===== config.mk =====
export PLATFORM = sky130hd
export DESIGN_NAME = coap_tcp_message_parser_core
export DESIGN_NICKNAME = d
export VERILOG_FILES = /design/src/design/ctp_pkg.sv /design/src/design/ctp_parse.sv /design/src/design/ctp_out_queue.sv /design/src/design/coap_tcp_message_parser_core.sv
export VERILOG_INCLUDE_DIRS = /design/src /design/src/design
export SDC_FILE = /design/constraint.sdc
export NUM_CORES = 1
export LEC_CHECK = 0
export ABC_AREA = 1
export BUFFER_PORTS_ARGS = -buffer_cell sky130_fd_sc_hd__buf_2
export CORE_MARGIN = 2
export CORE_UTILIZATION = 45
export CTS_CLUSTER_DIAMETER = 50
export DETAILED_ROUTE_END_ITERATION = 8
export GPL_TIMING_DRIVEN = 0
export HOLD_SLACK_MARGIN = 0.03
export PLACE_DENSITY = 0.73
export RECOVER_POWER = 50
export SLEW_MARGIN = 20
export SYNTH_ARGS = -nofsm -noshare
export SYNTH_HDL_FRONTEND = slang
export SYNTH_SLANG_ARGS = --single-unit

===== constraint.sdc =====
create_clock -name clk -period 15.3 [get_ports clk]
set_input_delay 3.06 -clock clk [delete_from_list [all_inputs] [get_ports clk]]
set_output_delay 3.06 -clock clk [all_outputs]
set_load 0.03 [all_outputs]

===== src/design/coap_tcp_message_parser_core_macros.svh =====
// Assertion macros shared by the parser modules
`ifndef COAP_TCP_MESSAGE_PARSER_CORE_MACROS_SVH
`define COAP_TCP_MESSAGE_PARSER_CORE_MACROS_SVH

// Implication checked on every rising clock edge outside reset
`define CTP_ASSERT_IMPL(label, clk, rst, ante, cons, msg) \
  label: assert property (@(posedge clk) disable iff (rst) (ante) |-> (cons)) \
    else $error(msg);

// Implication whose consequent is checked in the cycle after the antecedent
`define CTP_ASSERT_NEXT(label, clk, rst, ante, cons, msg) \
  label: assert property (@(posedge clk) disable iff (rst) (ante) |=> (cons)) \
    else $error(msg);

`endif


===== src/design/ctp_pkg.sv =====
`timescale 1ns / 1ps
package ctp_pkg;

  localparam int unsigned MaxRes = 3;
  localparam logic [3:0] MaxTokenLengthReset = 4'd8;

  typedef enum logic [9:0] {
    PH_LEN     = 10'b0000000001,
    PH_EXT     = 10'b0000000010,
    PH_CODE    = 10'b0000000100,
    PH_TOKEN   = 10'b0000001000,
    PH_OPT     = 10'b0000010000,
    PH_DEXT    = 10'b0000100000,
    PH_LEXT    = 10'b0001000000,
    PH_VALUE   = 10'b0010000000,
    PH_PAYLOAD = 10'b0100000000,
    PH_SKIP    = 10'b1000000000
  } phase_t;

  typedef enum logic [2:0] {
    EV_HEADER  = 3'd0,
    EV_TOKEN   = 3'd1,
    EV_OPTBYTE = 3'd2,
    EV_OPTDONE = 3'd3,
    EV_PAYLOAD = 3'd4,
    EV_END     = 3'd5,
    EV_ERROR   = 3'd6
  } event_t;

  typedef enum logic [1:0] {
    ST_OK         = 2'd0,
    ST_BAD_REQ    = 2'd1,
    ST_BAD_OPTION = 2'd2,
    ST_NO_PROXY   = 2'd3
  } status_t;

  // declared from the high bits down: event_res lands in the low bits
  typedef struct packed {
    logic [7:0]  data_byte;
    logic [31:0] option_value;
    logic [16:0] opt_len;
    logic [15:0] opt_num;
    logic [32:0] body_length;
    logic [3:0]  token_length;
    logic [7:0]  message_code;
    status_t     status;
    event_t      event_res;
  } result_t;

  // results of one byte, in order; count is 0..3
  typedef struct packed {
    logic [1:0] count;
    result_t    r0;
    result_t    r1;
    result_t    r2;
  } batch_t;

  localparam int unsigned ResultBits = $bits(result_t) + 1;
  localparam int unsigned TdataBits  = ((ResultBits + 7) / 8) * 8;

  function automatic logic [31:0] ext_shift(input logic [2:0] c, input logic [7:0] b);
    logic [31:0] r;
    begin
      case (c)
        3'd1:    r = {24'd0, b};
        3'd2:    r = {16'd0, b, 8'd0};
        3'd3:    r = {8'd0, b, 16'd0};
        3'd4:    r = {b, 24'd0};
        default: r = 32'd0;
      endcase
      return r;
    end
  endfunction

  function automatic logic odd_known(input logic [16:0] n);
    return n == 17'd1 || n == 17'd3 || n == 17'd5 || n == 17'd7 || n == 17'd11 ||
           n == 17'd15 || n == 17'd17 || n == 17'd23 || n == 17'd27;
  endfunction

endpackage


===== src/design/ctp_parse.sv =====
`timescale 1ns / 1ps
`include "coap_tcp_message_parser_core_macros.svh"
module ctp_parse import ctp_pkg::*; (
  input  logic         clk,
  input  logic         rst,
  input  logic [3:0]   max_token_length,
  input  logic         in_valid,
  input  logic [7:0]   in_byte,
  input  logic         in_last,
  output batch_t       batch
);

  phase_t      parse_phase, parse_phase_next;
  logic [2:0]  extension_count, extension_count_next;
  logic [32:0] declared_length, declared_length_next;
  logic [32:0] body_bytes_seen, body_bytes_seen_next;
  logic [3:0]  token_remaining, token_remaining_next;
  logic [16:0] number_accum, number_accum_next;
  logic [16:0] delta_work, delta_work_next;
  logic [16:0] length_work, length_work_next;
  logic [16:0] value_remaining, value_remaining_next;
  logic [31:0] value_accum, value_accum_next;
  logic [1:0]  error_seen, error_seen_next;
  logic [7:0]  code_held, code_held_next;

  result_t     res [MaxRes];
  logic [1:0]  npend;
  logic        failed;

  function automatic result_t blank(input event_t ev);
    result_t r;
    begin
      r = '0;
      r.event_res = ev;
      return r;
    end
  endfunction

  always_comb begin
    logic        done;
    logic [17:0] n;
    logic [31:0] es;
    logic [16:0] dw;
    logic [16:0] lw;
    logic [16:0] lsum;
    logic        do_len;
    logic        do_fin;
    result_t     ro;
    parse_phase_next     = parse_phase;
    extension_count_next = extension_count;
    declared_length_next = declared_length;
    body_bytes_seen_next = body_bytes_seen;
    token_remaining_next = token_remaining;
    number_accum_next    = number_accum;
    delta_work_next      = delta_work;
    length_work_next     = length_work;
    value_remaining_next = value_remaining;
    value_accum_next     = value_accum;
    error_seen_next      = error_seen;
    code_held_next       = code_held;
    for (int i = 0; i < MaxRes; i++) res[i] = '0;
    npend  = 2'd0;
    failed = 1'b0;
    done   = 1'b0;
    n      = '0;
    es     = '0;
    dw     = '0;
    lw     = '0;
    lsum   = '0;
    do_len = 1'b0;
    do_fin = 1'b0;
    ro     = '0;

    case (parse_phase)
      PH_LEN: begin
        token_remaining_next = (in_byte[3:0] > max_token_length) ? max_token_length
                                                                 : in_byte[3:0];
        body_bytes_seen_next = '0;
        number_accum_next    = '0;
        error_seen_next      = ST_OK;
        extension_count_next = 3'd0;
        parse_phase_next     = PH_EXT;
        if (in_byte[7:4] < 4'd13) begin
          declared_length_next = {29'd0, in_byte[7:4]};
          parse_phase_next     = PH_CODE;
        end else if (in_byte[7:4] == 4'd13) begin
          declared_length_next = 33'd13;
          extension_count_next = 3'd1;
        end else if (in_byte[7:4] == 4'd14) begin
          declared_length_next = 33'd269;
          extension_count_next = 3'd2;
        end else begin
          declared_length_next = 33'd65805;
          extension_count_next = 3'd4;
        end
      end
      PH_EXT: begin
        declared_length_next = declared_length +
                               {1'b0, ext_shift(extension_count, in_byte)};
        if (extension_count != 3'd0) extension_count_next = extension_count - 3'd1;
        if (extension_count <= 3'd1) parse_phase_next = PH_CODE;
      end
      PH_CODE: begin
        code_held_next   = in_byte;
        ro               = blank(EV_HEADER);
        ro.message_code  = in_byte;
        ro.token_length  = token_remaining;
        ro.body_length   = declared_length;
        res[0] = ro;
        npend  = 2'd1;
        if (token_remaining != 4'd0) parse_phase_next = PH_TOKEN;
        else if (declared_length == '0) begin
          res[1] = blank(EV_END);
          npend  = 2'd2;
          parse_phase_next = PH_LEN;
        end else parse_phase_next = PH_OPT;
      end
      PH_TOKEN: begin
        ro           = blank(EV_TOKEN);
        ro.data_byte = in_byte;
        res[0] = ro;
        npend  = 2'd1;
        if (token_remaining != 4'd0) token_remaining_next = token_remaining - 4'd1;
        if (token_remaining <= 4'd1) begin
          if (declared_length == '0) begin
            res[1] = blank(EV_END);
            npend  = 2'd2;
            parse_phase_next = PH_LEN;
          end else parse_phase_next = PH_OPT;
        end
      end
      default: begin
        body_bytes_seen_next = body_bytes_seen + 33'd1;
        done = body_bytes_seen_next >= declared_length;
        dw = delta_work;
        lw = length_work;
        case (parse_phase)
          PH_OPT: begin
            if (in_byte[7:4] == 4'hF) begin
              if (done) begin
                ro = blank(EV_ERROR); ro.status = ST_BAD_REQ;
                res[0] = ro; npend = 2'd1; failed = 1'b1;
                error_seen_next = ST_BAD_REQ; parse_phase_next = PH_SKIP;
              end else parse_phase_next = PH_PAYLOAD;
            end else begin
              dw = {13'd0, in_byte[7:4]};
              lw = {13'd0, in_byte[3:0]};
              if (lw == 17'd15) begin
                ro = blank(EV_ERROR); ro.status = ST_BAD_REQ;
                res[0] = ro; npend = 2'd1; failed = 1'b1;
                error_seen_next = ST_BAD_REQ; parse_phase_next = PH_SKIP;
              end else if (dw == 17'd13) begin
                extension_count_next = 3'd1; parse_phase_next = PH_DEXT;
              end else if (dw == 17'd14) begin
                dw = 17'd269; extension_count_next = 3'd2; parse_phase_next = PH_DEXT;
              end else do_len = 1'b1;
            end
          end
          PH_DEXT: begin
            es = ext_shift(extension_count, in_byte);
            dw = delta_work + es[16:0];
            if (extension_count != 3'd0) extension_count_next = extension_count - 3'd1;
            if (extension_count <= 3'd1) do_len = 1'b1;
          end
          PH_LEXT: begin
            es = ext_shift(extension_count, in_byte);
            lw = length_work + es[16:0];
            if (extension_count != 3'd0) extension_count_next = extension_count - 3'd1;
            if (extension_count <= 3'd1) do_fin = 1'b1;
          end
          PH_VALUE: begin
            value_accum_next = {value_accum[23:0], in_byte};
            ro = blank(EV_OPTBYTE);
            ro.opt_num      = number_accum[15:0];
            ro.opt_len      = length_work;
            ro.option_value = value_accum_next;
            ro.data_byte    = in_byte;
            res[0] = ro; npend = 2'd1;
            if (value_remaining != '0) value_remaining_next = value_remaining - 17'd1;
            if (value_remaining <= 17'd1) begin
              ro.event_res = EV_OPTDONE;
              ro.data_byte = 8'd0;
              res[1] = ro; npend = 2'd2;
              parse_phase_next = PH_OPT;
            end
          end
          PH_PAYLOAD: begin
            ro = blank(EV_PAYLOAD); ro.data_byte = in_byte;
            res[0] = ro; npend = 2'd1;
          end
          default: ;
        endcase
        if (do_len) begin
          if (lw == 17'd13) begin
            extension_count_next = 3'd1; parse_phase_next = PH_LEXT;
          end else if (lw == 17'd14) begin
            lw = 17'd269; extension_count_next = 3'd2; parse_phase_next = PH_LEXT;
          end else do_fin = 1'b1;
        end
        delta_work_next  = dw;
        length_work_next = lw;
        if (do_fin) begin
          lsum = lw;
          // one bit of headroom: the sum can pass 17 bits
          n = {1'b0, number_accum} + {1'b0, dw};
          if (n > 18'd65535 || n == 18'd35 || n == 18'd39 ||
              (n[0] && !odd_known(n[16:0]))) begin
            ro = blank(EV_ERROR);
            ro.status = (n == 18'd35 || n == 18'd39) ? ST_NO_PROXY : ST_BAD_OPTION;
            res[0] = ro; npend = 2'd1; failed = 1'b1;
            error_seen_next = ro.status; parse_phase_next = PH_SKIP;
          end else begin
            number_accum_next    = n[16:0];
            value_remaining_next = lsum;
            value_accum_next     = '0;
            if (lsum == '0) begin
              ro = blank(EV_OPTDONE);
              ro.opt_num = n[15:0];
              ro.opt_len = lsum;
              res[0] = ro; npend = 2'd1;
              parse_phase_next = PH_OPT;
            end else parse_phase_next = PH_VALUE;
          end
        end
        if (done) begin
          if (failed || parse_phase_next == PH_SKIP) parse_phase_next = PH_LEN;
          else if (parse_phase_next == PH_OPT || parse_phase_next == PH_PAYLOAD) begin
            res[npend] = blank(EV_END);
            npend = npend + 2'd1;
            parse_phase_next = PH_LEN;
          end else begin
            ro = blank(EV_ERROR); ro.status = ST_BAD_REQ;
            res[npend] = ro; npend = npend + 2'd1;
            error_seen_next = ST_BAD_REQ; parse_phase_next = PH_LEN;
          end
        end
      end
    endcase

    if (in_last && parse_phase_next != PH_LEN) begin
      if (parse_phase_next != PH_SKIP) begin
        ro = blank(EV_ERROR); ro.status = ST_BAD_REQ;
        res[npend] = ro; npend = npend + 2'd1;
        error_seen_next = ST_BAD_REQ;
      end
      parse_phase_next = PH_LEN;
    end
  end

  assign batch.count = in_valid ? npend : 2'd0;
  assign batch.r0 = res[0];
  assign batch.r1 = res[1];
  assign batch.r2 = res[2];

  always_ff @(posedge clk) begin
    if (rst) begin
      parse_phase     <= PH_LEN;
      extension_count <= '0;
      declared_length <= '0;
      body_bytes_seen <= '0;
      token_remaining <= '0;
      code_held       <= '0;
      number_accum    <= '0;
      delta_work      <= '0;
      length_work     <= '0;
      value_remaining <= '0;
      value_accum     <= '0;
      error_seen      <= '0;
    end else if (in_valid) begin
      parse_phase     <= parse_phase_next;
      extension_count <= extension_count_next;
      declared_length <= declared_length_next;
      body_bytes_seen <= body_bytes_seen_next;
      token_remaining <= token_remaining_next;
      code_held       <= code_held_next;
      number_accum    <= number_accum_next;
      delta_work      <= delta_work_next;
      length_work     <= length_work_next;
      value_remaining <= value_remaining_next;
      value_accum     <= value_accum_next;
      error_seen      <= error_seen_next;
    end
  end

  `CTP_ASSERT_IMPL(a_phase_onehot, clk, rst, 1'b1, $onehot(parse_phase), "phase not one-hot")
  `CTP_ASSERT_NEXT(a_last_to_len, clk, rst, in_valid && in_last, parse_phase == PH_LEN,
                   "last byte did not return to length phase")
  `CTP_ASSERT_IMPL(a_ext_bound, clk, rst, 1'b1, extension_count <= 3'd4,
                   "extension count out of range")

endmodule


===== src/design/ctp_out_queue.sv =====
`timescale 1ns / 1ps
`include "coap_tcp_message_parser_core_macros.svh"
module ctp_out_queue import ctp_pkg::*; (
  input  logic                 clk,
  input  logic                 rst,
  input  batch_t               batch,
  output logic                 space,
  output logic                 m_tvalid,
  input  logic                 m_tready,
  output logic [TdataBits-1:0] m_tdata
);

  // one batch held; next batch taken as the last result of the held one leaves
  batch_t     held;
  logic [1:0] idx;
  logic [1:0] cnt;
  result_t    cur;
  logic       fin;

  function automatic logic fin_last(input logic [1:0] i, input logic [1:0] c);
    return i + 2'd1 == c;
  endfunction

  always_comb begin
    case (idx)
      2'd0:    cur = held.r0;
      2'd1:    cur = held.r1;
      default: cur = held.r2;
    endcase
  end

  assign m_tvalid = cnt != 2'd0;
  assign fin      = m_tvalid && m_tready && (idx + 2'd1 == cnt);
  assign space    = !m_tvalid || fin;
  assign m_tdata  = {{(TdataBits - ResultBits){1'b0}}, fin_last(idx, cnt), cur};

  always_ff @(posedge clk) begin
    if (rst) begin
      cnt <= '0;
      idx <= '0;
    end else if (space) begin
      cnt <= batch.count;
      idx <= '0;
    end else if (m_tready) begin
      idx <= idx + 2'd1;
    end
  end

  always_ff @(posedge clk) begin
    if (space) held <= batch;
  end

  `CTP_ASSERT_IMPL(a_idx_range, clk, rst, m_tvalid, idx < cnt, "result index past count")
  `CTP_ASSERT_NEXT(a_hold, clk, rst, m_tvalid && !m_tready, $stable(idx) && m_tvalid,
                   "stalled result moved")
  `CTP_ASSERT_IMPL(a_cnt_range, clk, rst, 1'b1, cnt <= 2'd3, "batch count too large")

endmodule


===== src/design/coap_tcp_message_parser_core.sv =====
`timescale 1ns / 1ps
// Channel   Dir  Contents
// s_axis    in   tdata {last_byte, message_byte}
// m_axis    out  tdata event_res, status, message_code, token_length,
//                body_length, opt_num, opt_len, option_value, data_byte,
//                last_result from the low bit up
// cfg       in   max_token_length write
// One byte is parsed per cycle; the next byte is accepted once the result
// register has drained the previous byte's 0 to 3 results.
// Bytes with no result flow at one per cycle.
// rst is synchronous and returns to the length-nibble phase, token clamp 8.
// A stalled output holds its transaction and stops input acceptance.
module coap_tcp_message_parser_core import ctp_pkg::*; (
  input  logic                 clk,
  input  logic                 rst,
  input  logic                 cfg_we,
  input  logic [3:0]           cfg_wdata,
  input  logic                 s_axis_tvalid,
  output logic                 s_axis_tready,
  input  logic [15:0]          s_axis_tdata,   // message_byte[7:0], last_byte[8]
  output logic                 m_axis_tvalid,
  input  logic                 m_axis_tready,
  output logic [TdataBits-1:0] m_axis_tdata    // event_res .. last_result
);

  logic [3:0] max_token_length;
  batch_t     batch;
  logic       space;

  always_ff @(posedge clk) begin
    if (rst) max_token_length <= MaxTokenLengthReset;
    else if (cfg_we) max_token_length <= cfg_wdata;
  end

  assign s_axis_tready = space;

  ctp_parse u_parse (
    .clk              (clk),
    .rst              (rst),
    .max_token_length (max_token_length),
    .in_valid         (s_axis_tvalid && space),
    .in_byte          (s_axis_tdata[7:0]),
    .in_last          (s_axis_tdata[8]),
    .batch            (batch)
  );

  ctp_out_queue u_queue (
    .clk      (clk),
    .rst      (rst),
    .batch    (batch),
    .space    (space),
    .m_tvalid (m_axis_tvalid),
    .m_tready (m_axis_tready),
    .m_tdata  (m_axis_tdata)
  );

endmodule


==> key figures, run 1 <==
Status
  – Status: complete, but fails checks
  – Violated checks: capacitance limit, slew limit

CTS
  – CTS resizes: 0
  – Worst-case clock buffer depth: 3
  – H-tree Lvls: 2
  – CTS Buf Count: 49
  – Skew-Pair Late Insertion Delay: 0.62 ns
  – # hold bufs at CTS: 0
  – Root buffer cell: clkbuf_16
  – Clk sinks: 378
  – CTS tree: built
  – Reg clk slew, reported paths: 0.05 ns
  – Post CTS Setup Buffer Count: 0

Critical path
  – Max FO, Critical Path: 60
  – Most used cell, CP: clkbuf_1
  – Critical path's slowest cell: clkbuf_1
  – CP Capture Type: output port
  – Crit path launch type: input port
  – Crit path arrival time: 9.36 ns
  – Worst reg2reg endpoint: u_queue.held[359]
  – Worst Path Required: 12.24 ns
  – CP Buf/Inv Count: 4
  – Cells on worst reg2reg path: 47
  – Crit path cell chain: clkbuf_1 -> nand2_1 -> nand2_1 -> clkbuf_1 -> clkbuf_1 -> buf_2
  – Worst path max stage delay: 2.32 ns
  – Crit path launch: m_axis_tready
  – Setup CP Type: input port to output port
  – CP delay by family, top: buffers and inverters
  – WP depth: 6
  – CP endpoint: s_axis_tready
  – R2R Path Start: u_parse.extension_count[1]
  – Reg-to-reg setup timing slack: 6.49 ns

GRT
  – Vias in the first global route: 22100
  – Global-route wire length before repair: 124 mm
  – Largest net degree at the start of global routing: 61
  – Antenna violations before repair: 2
  – GR Overflow Total: 0
  – GRT Resource Usage Total: 27.8%

Pwr
  – Leakage: 13.3 nW
  – Maximum vdd drop: 0.0726 mV
  – PD cells: 135 nW/um^2
  – Power Total: 0.00384 W

Logic synthesis
  – Xor and xnor area share after synthesis: 1.96%
  – Top cell type by total area after synthesis: edfxtp_1
  – Mux cell area share after synthesis: 0%
  – Post-synth EDFFs: 195
  – Distinct cells, synth: 66
  – Top cell type's share of synthesized area: 23.4%
  – Most numerous cell in the Yosys netlist: nand2_1
  – Synth Area in Compound Gates: 15.2%
  – Largest cells by area after synthesis: edfxtp_1 (23%), dfxtp_1 (15%), nand2_1 (11%)
  – Syn Inst Count: 3367
  – Synthesis Warnings: 0
  – Simple-Gate Fraction of Synth Area: 27.8%
  – Largest family of logic cells by synthesized area: simple AND/OR/NAND/NOR gates
  – Post-synthesis adder-cell area fraction: 6.47%
  – Fraction of registers with async set/reset: 0%
  – Top post-synthesis cells by count: nand2_1 (713), inv_1 (477), nor2_1 (278)
  – Mapped Area: 25100 sq um
  – Ys flop type: edfxtp_1
  – Synth Area per Inst: 7.44 sq um
  – Seq/Total Area, Yosys: 38.0%
  – Synth Register Bits: 378

STA
  – Final Cycle Share: 81.2%
  – Slew @ Worst Pin: 3.12 ns
  – RSZ-0062 raised after global routing: no
  – Final Hold Viols: 0
  – Final slew viol count: 178
  – Max Clock Skew: 0.0552 ns
  – Final setup viols: 0
  – Fin crit period: 12.42 ns
  – Setup TNS: 0 ns
  – Max-slew headroom: -108%
  – Fmax: 80.5 MHz

Layout
  – Layout cells sized above 1: 9.68%
  – Post-layout nets: 3719
  – Fillers: 5373
  – Synthesis-to-finish area growth: 13.6%
  – Finished Cell Area: 28500 sq um

Routing
  – Via count: 24200
  – DRT Pass-1 Iters: 6
  – Final WL: 82.0 mm
  – Detailed-route DRC error count: 0
  – Via/cell ratio: 5.55
  – DR iter-0 viols: 2132
  – DRT antenna net count: 0
  – Wire per inst: 18.8 um

Placement
  – Detail Placement HPWL: 62.9 mm
  – GPL Wtd Cong: 0.995
  – Placed Area: 26800 sq um
  – # port buffers: 141

Worst hold path
  – Hold Path Class: flip-flop to flip-flop

Floorplan
  – Die Width: 240 um
  – Die Ht: 240 um
  – Ports: 155
  – Core area: 55100 sq um
  – Std cell rows: 86
  – Initial Util: 45.5%
  – Die Footprint: 57600 sq um

Run
  – MaxCap Viol Count: 3
[how the worst min path moves through the flow]
stage                                           start                          end  slack (ns)  cells past startpoint
after floorplan           u_parse.body_bytes_seen[14]  u_parse.body_bytes_seen[14]        0.44                      2
after global placement    u_parse.body_bytes_seen[17]  u_parse.body_bytes_seen[17]        0.45                      2
after detailed placement  u_parse.body_bytes_seen[23]  u_parse.body_bytes_seen[23]        0.46                      2
after CTS                 u_parse.body_bytes_seen[23]  u_parse.body_bytes_seen[23]        0.47                      2
after global routing           u_parse.parse_phase[8]       u_parse.parse_phase[8]        0.50                      2
final                     u_parse.body_bytes_seen[17]  u_parse.body_bytes_seen[17]        0.47                      2
[tightest hold or removal path, stage by stage (launching register included)]
cell	delay (ns)
dfxtp_1	0.30
nand2_1	0.06
a21oi_1	0.06
[logic make-up after synthesis]
logic type / count (synthesis)
AND/OR/NAND/NOR: 1507
XOR/XNOR: 56
AO/OA/AOI/OAI: 636
other: 1
flip-flops: 378
adder cells (fa/ha/maj): 129
buffers and inverters: 660
[cells in the final DEF (no fill, tap or decap), drive strengths merged, types with 15 or more instances in the layout]
master / n
nor2: 295
buf: 122
a31oi: 26
inv: 520
clkinv: 15
nand3: 197
edfxtp: 195
a21boi: 16
xor2: 33
nor4: 18
o211ai: 27
a211oi: 17
nand2: 733
clkbuf: 226
a22o: 65
ha: 128
nor3: 99
o21ai: 161
xnor2: 23
nand4: 120
a21oi: 265
or2: 28
dfxtp: 183
[stage by stage]
step	utilization [%]	instances	worst slack [ns]	hold slack (ns)
after floorplan	-	3370	4.76	0.445
after global placement	48.5	4259	2.35	0.453
after detailed placement	48.7	4262	4.24	0.462
after CTS	51.9	4354	4.74	0.470
after global routing	51.6	4354	2.32	0.496
final	51.7	4356	2.88	0.468
[flip-flops by register name (all words and copies together) (netlist names)]
| signal | flops |
|---|---|
| u_parse.extension_count | 3 |
| u_parse.body_bytes_seen | 33 |
| max_token_length | 4 |
| u_parse.value_accum | 24 |
| u_parse.value_remaining | 17 |
| u_parse.parse_phase | 10 |
| u_parse.delta_work | 17 |
| u_parse.declared_length | 33 |
| u_queue.idx | 2 |
| u_queue.held | 195 |
| u_parse.length_work | 17 |
| u_queue.cnt | 2 |
| u_parse.number_accum | 17 |
| u_parse.token_remaining | 4 |
[final cells by class]
type / instances / area, sq um / share of cell area, %
Clock inverter: 32 / 524 / 1.84
Inverter: 516 / 1940 / 6.82
Antenna cell: 2 / 5.00 / 0.0176
Tap cell: 748 / 936 / 3.29
Sequential cell: 378 / 9520 / 33.5
Timing Repair Buffer: 144 / 632 / 2.22
Buffer: 144 / 714 / 2.51
Clock buffer: 60 / 1280 / 4.49
Multi-Input combinational cell: 2332 / 12900 / 45.4
[power breakdown]
part | internal [W] | leakage (nW) | total [W] | switching, W
Clock | 0.000780 | 0.860 | 0.00128 | 0.000499
Sequential | 0.00129 | 3.67 | 0.00138 | 0.0000851
Combinational | 0.000314 | 8.77 | 0.00119 | 0.000872
Total | 0.00239 | 13.3 | 0.00384 | 0.00146
[routing by layer]
layer	share of wire, %	track usage (%)
met5	0.016	0
met4	6.2	16.2
met3	7.1	4.79
met2	47	46.4
met1	40	33.8
Power figures use the tool's default switching activity.
==> inputs of run 2 (changes only) <==
Settings changed: ABC_AREA 1 to 0.
Clock period 15.3 ns to 12.8 ns, I/O delays scaled along.
==> run 2 against run 1 <==
Effect of this change:
- the flow still finishes with violations (capacitance limit, slew limit)
- synthesized area is 6.6% lower
- non-clock buffer count is 23 higher
- sequential power up 26%
- sequential cell count stayed put
- critical endpoint is now u_queue.held[292]
- global-route usage about the same
- worst setup slack lost 2.2 ns
==> key figures, run 2 <==
Status
  – Status: complete, but fails checks
  – Violated checks: capacitance limit, slew limit

Pwr
  – Cell-internal power: 0.00272 W (+14%)
  – Combinational power share: 32.1% (+1.2 points)
  – Switching Share: 38.8% (+0.91 points)
  – Seq pwr share: 39.3% (+3.4 points)
  – Maximum vdd drop: 0.0890 mV (+22%)
  – PD cells: 169 nW/um^2 (+25%)
  – Clk pwr share: 28.6% (-4.7 points)
  – P_sw: 0.00172 W (+18%)
  – Leakage: 10.7 nW (-20%)

Logic synthesis
  – Mapped Area: 23400 sq um (-6.6%)
  – Top post-synthesis cells by count: nor2_1 (278), and2_1 (211), edfxtp_1 (195)
  – Synth Register Bits: 378 (unchanged)
  – Post-synth EDFFs: 195 (unchanged)
  – Synthesis Warnings: 0 (unchanged)
  – Top cell type's share of synthesized area: 25.0% (+1.7 points)
  – Syn Inst Count: 2614 (-22%)
  – Seq/Total Area, Yosys: 40.7% (+2.7 points)
  – Most numerous cell in the Yosys netlist: nor2_1
  – Synth Area per Inst: 8.95 sq um (+20%)
  – Distinct cells, synth: 96 (+45%)
  – Largest cells by area after synthesis: edfxtp_1 (25%), dfxtp_1 (16%), ha_1 (6.8%)
  – Ys flop type: edfxtp_1
  – Fraction of registers with async set/reset: 0% (unchanged)
  – Top cell type by total area after synthesis: edfxtp_1

Placement
  – # port buffers: 137 (-2.8%)
  – Placed Area: 25100 sq um (-6.5%)
  – Detail Placement HPWL: 59.7 mm (-5.1%)
  – GPL Wtd Cong: 0.996 (about the same)

STA
  – Final slew viol count: 168 (-5.6%)
  – Slew @ Worst Pin: 3.22 ns (+0.0990 ns)
  – Max Clock Skew: 0.0209 ns (-0.0342 ns)
  – Final setup viols: 0 (unchanged)
  – Max-slew headroom: -115% (-6.6 points)
  – RSZ-0062 raised after global routing: no
  – Final Hold Viols: 0 (unchanged)
  – Fin crit period: 12.16 ns
  – Fmax: 82.3 MHz
  – Final Cycle Share: 95.0%
  – Setup TNS: 0 ns (unchanged)

Critical path
  – Crit path launch type: input port
  – Worst Path Required: 13.13 ns (+0.89 ns)
  – Crit path arrival time: 12.48 ns (+3.12 ns)
  – Max FO, Critical Path: 10 (-83%)
  – Critical path's slowest cell: a2111oi_0
  – Cells on worst reg2reg path: 37 (-21%)
  – CP Capture Type: flip-flop
  – Setup CP Type: input port to flip-flop
  – Worst path max stage delay: 0.65 ns (-1.67 ns)

GRT
  – Largest net degree at the start of global routing: 62 (+1.6%)
  – GR Overflow Total: 0 (unchanged)
  – Global-route wire length before repair: 116 mm (-6.0%)
  – GRT Resource Usage Total: 27.8% (about the same)
  – Vias in the first global route: 20500 (-7.4%)
  – Antenna violations before repair: 9 (+7)

CTS
  – Skew-Pair Late Insertion Delay: 0.60 ns (-0.02 ns)
  – # hold bufs at CTS: 0 (unchanged)
  – Worst-case clock buffer depth: 3 (unchanged)
  – Clk sinks: 378 (unchanged)
  – Post CTS Setup Buffer Count: 0 (unchanged)
  – Root buffer cell: clkbuf_16
  – CTS resizes: 0 (unchanged)
  – Reg clk slew, reported paths: 0.06 ns (about the same)
  – CTS Buf Count: 45 (-8.2%)
  – H-tree Lvls: 2 (unchanged)
  – CTS tree: built

Layout
  – Multi-input gate area: 12900 sq um (+0.22%)
  – Layout cells sized above 1: 5.24% (-4.4 points)
  – Fillers: 4732 (-12%)
  – Seq. cell area: 9520 sq um (unchanged)
  – Synthesis-to-finish area growth: 12.5%
  – Post-layout nets: 2959 (-20%)
  – Leading cell types in the layout, fill and taps excluded: nor2_1 (278), clkbuf_1 (277), and2_1 (208)
  – Finished Core Util: 51.2% (-0.45 points)
  – Commonest non-fill, non-tap cell in the layout: nor2_1
  – Finished Cell Area: 26300 sq um (-7.5%)
  – Max reg flops: 195 (unchanged)
  – Largest register by flop count: u_queue.held
  – Largest registers: u_queue.held (195), u_parse.body_bytes_seen (33), u_parse.declared_length (33)

Routing
  – Via count: 21600 (-11%)
  – DRT antenna net count: 0 (unchanged)
  – Via/cell ratio: 6.12 (+10%)
  – DRT Pass-1 Iters: 6 (unchanged)
  – Detailed-route DRC error count: 0 (unchanged)
  – Final WL: 77.2 mm (-5.8%)
  – Wire per inst: 21.9 um (+16%)
  – DR iter-0 viols: 2412 (+13%)

Floorplan
  – Die Footprint: 53800 sq um (-6.5%)
  – Ports: 155 (unchanged)
  – Die Ht: 232 um (-3.3%)
  – Core area: 51400 sq um (-6.7%)
  – Std cell rows: 83 (-3.5%)
  – Initial Util: 45.5% (about the same)
  – Die Width: 232 um (-3.3%)

Run
  – MaxCap Viol Count: 3 (unchanged)

Worst hold path
  – Hold depth: 1 (-1)
  – Hold Path Class: flip-flop to flip-flop
-- run 2: per-stage QoR --
stage                     std cells  setup slack (ns)  hold WS (ns)  power [W]
after floorplan                2617              2.94         0.450    0.00277
after global placement         3434             0.429         0.471    0.00324
final                          3523             0.645         0.492    0.00444
after global routing           3521             0.191         0.499    0.00461
after detailed placement       3438             0.349         0.482    0.00322
after CTS                      3521             0.937         0.491    0.00449
-- run 2: power groups by stage --
stage          Clock [W]  Sequential, W  Combinational [W]
3_3_place_gp           0        0.00181            0.00143
3_5_place_dp           0        0.00175            0.00148
5_1_grt          0.00133        0.00177            0.00152
2_1_floorplan          0        0.00176            0.00101
4_1_cts          0.00128        0.00172            0.00148
6_report         0.00127        0.00174            0.00143
-- run 2: worst paths after layout --
kind | from | slack, ns | end
worst min-delay path | u_parse.number_accum[16] | 0.49 | u_parse.number_accum[16]
worst min register to register | u_parse.number_accum[16] | 0.49 | u_parse.number_accum[16]
worst max register to register | u_parse.extension_count[1] | 2.22 | u_queue.held[292]
worst max-delay path | s_axis_tdata[0] | 0.64 | u_queue.held[292]
-- run 2: kinds of logic (layout without fill, tap and decap cells) --
kind of cell	count (synthesis)	count (layout)	synth area share, %
simple gates	1030	1030	22.8
compound gates	710	710	20.8
flops	378	378	40.7
buf+inv	246	470	4.16
fa+ha+maj	136	136	7.23
xor+xnor	99	99	3.71
mux	14	14	0.599
other cells	1	6	0.0160
-- run 2: cell type report --
cell class | instances | share of cell area [%]
clock buffers | 59 | 4.64
plain buffers | 170 | 2.61
inverters | 76 | 1.08
diodes | 2 | 0.0190
clock inverters | 24 | 0.975
multi-input cells | 1993 | 49.2
repair buffers | 141 | 2.12
well taps | 680 | 3.23
flip-flops and latches | 378 | 36.2
-- run 2: metal layers --
metal	track usage, %	vias to the layer above	part of all wire (%)
met5	0	-	0.10
met4	11.9	12	4.4
met3	5.57	215	8.6
met2	45.6	989	46
met1	35.6	10300	41
li1	-	10000	-
-- run 2: worst max-delay path, delay by kind of cell --
family | cells | cell delay (ns)
AOI/OAI and AO/OA | 12 | 3.18
and+or+nand+nor | 8 | 2.55
buffers and inverters | 7 | 2.27
adders and majority gates | 5 | 1.34
xor gates and xnor gates | 2 | 0.34
muxes | 1 | 0.18
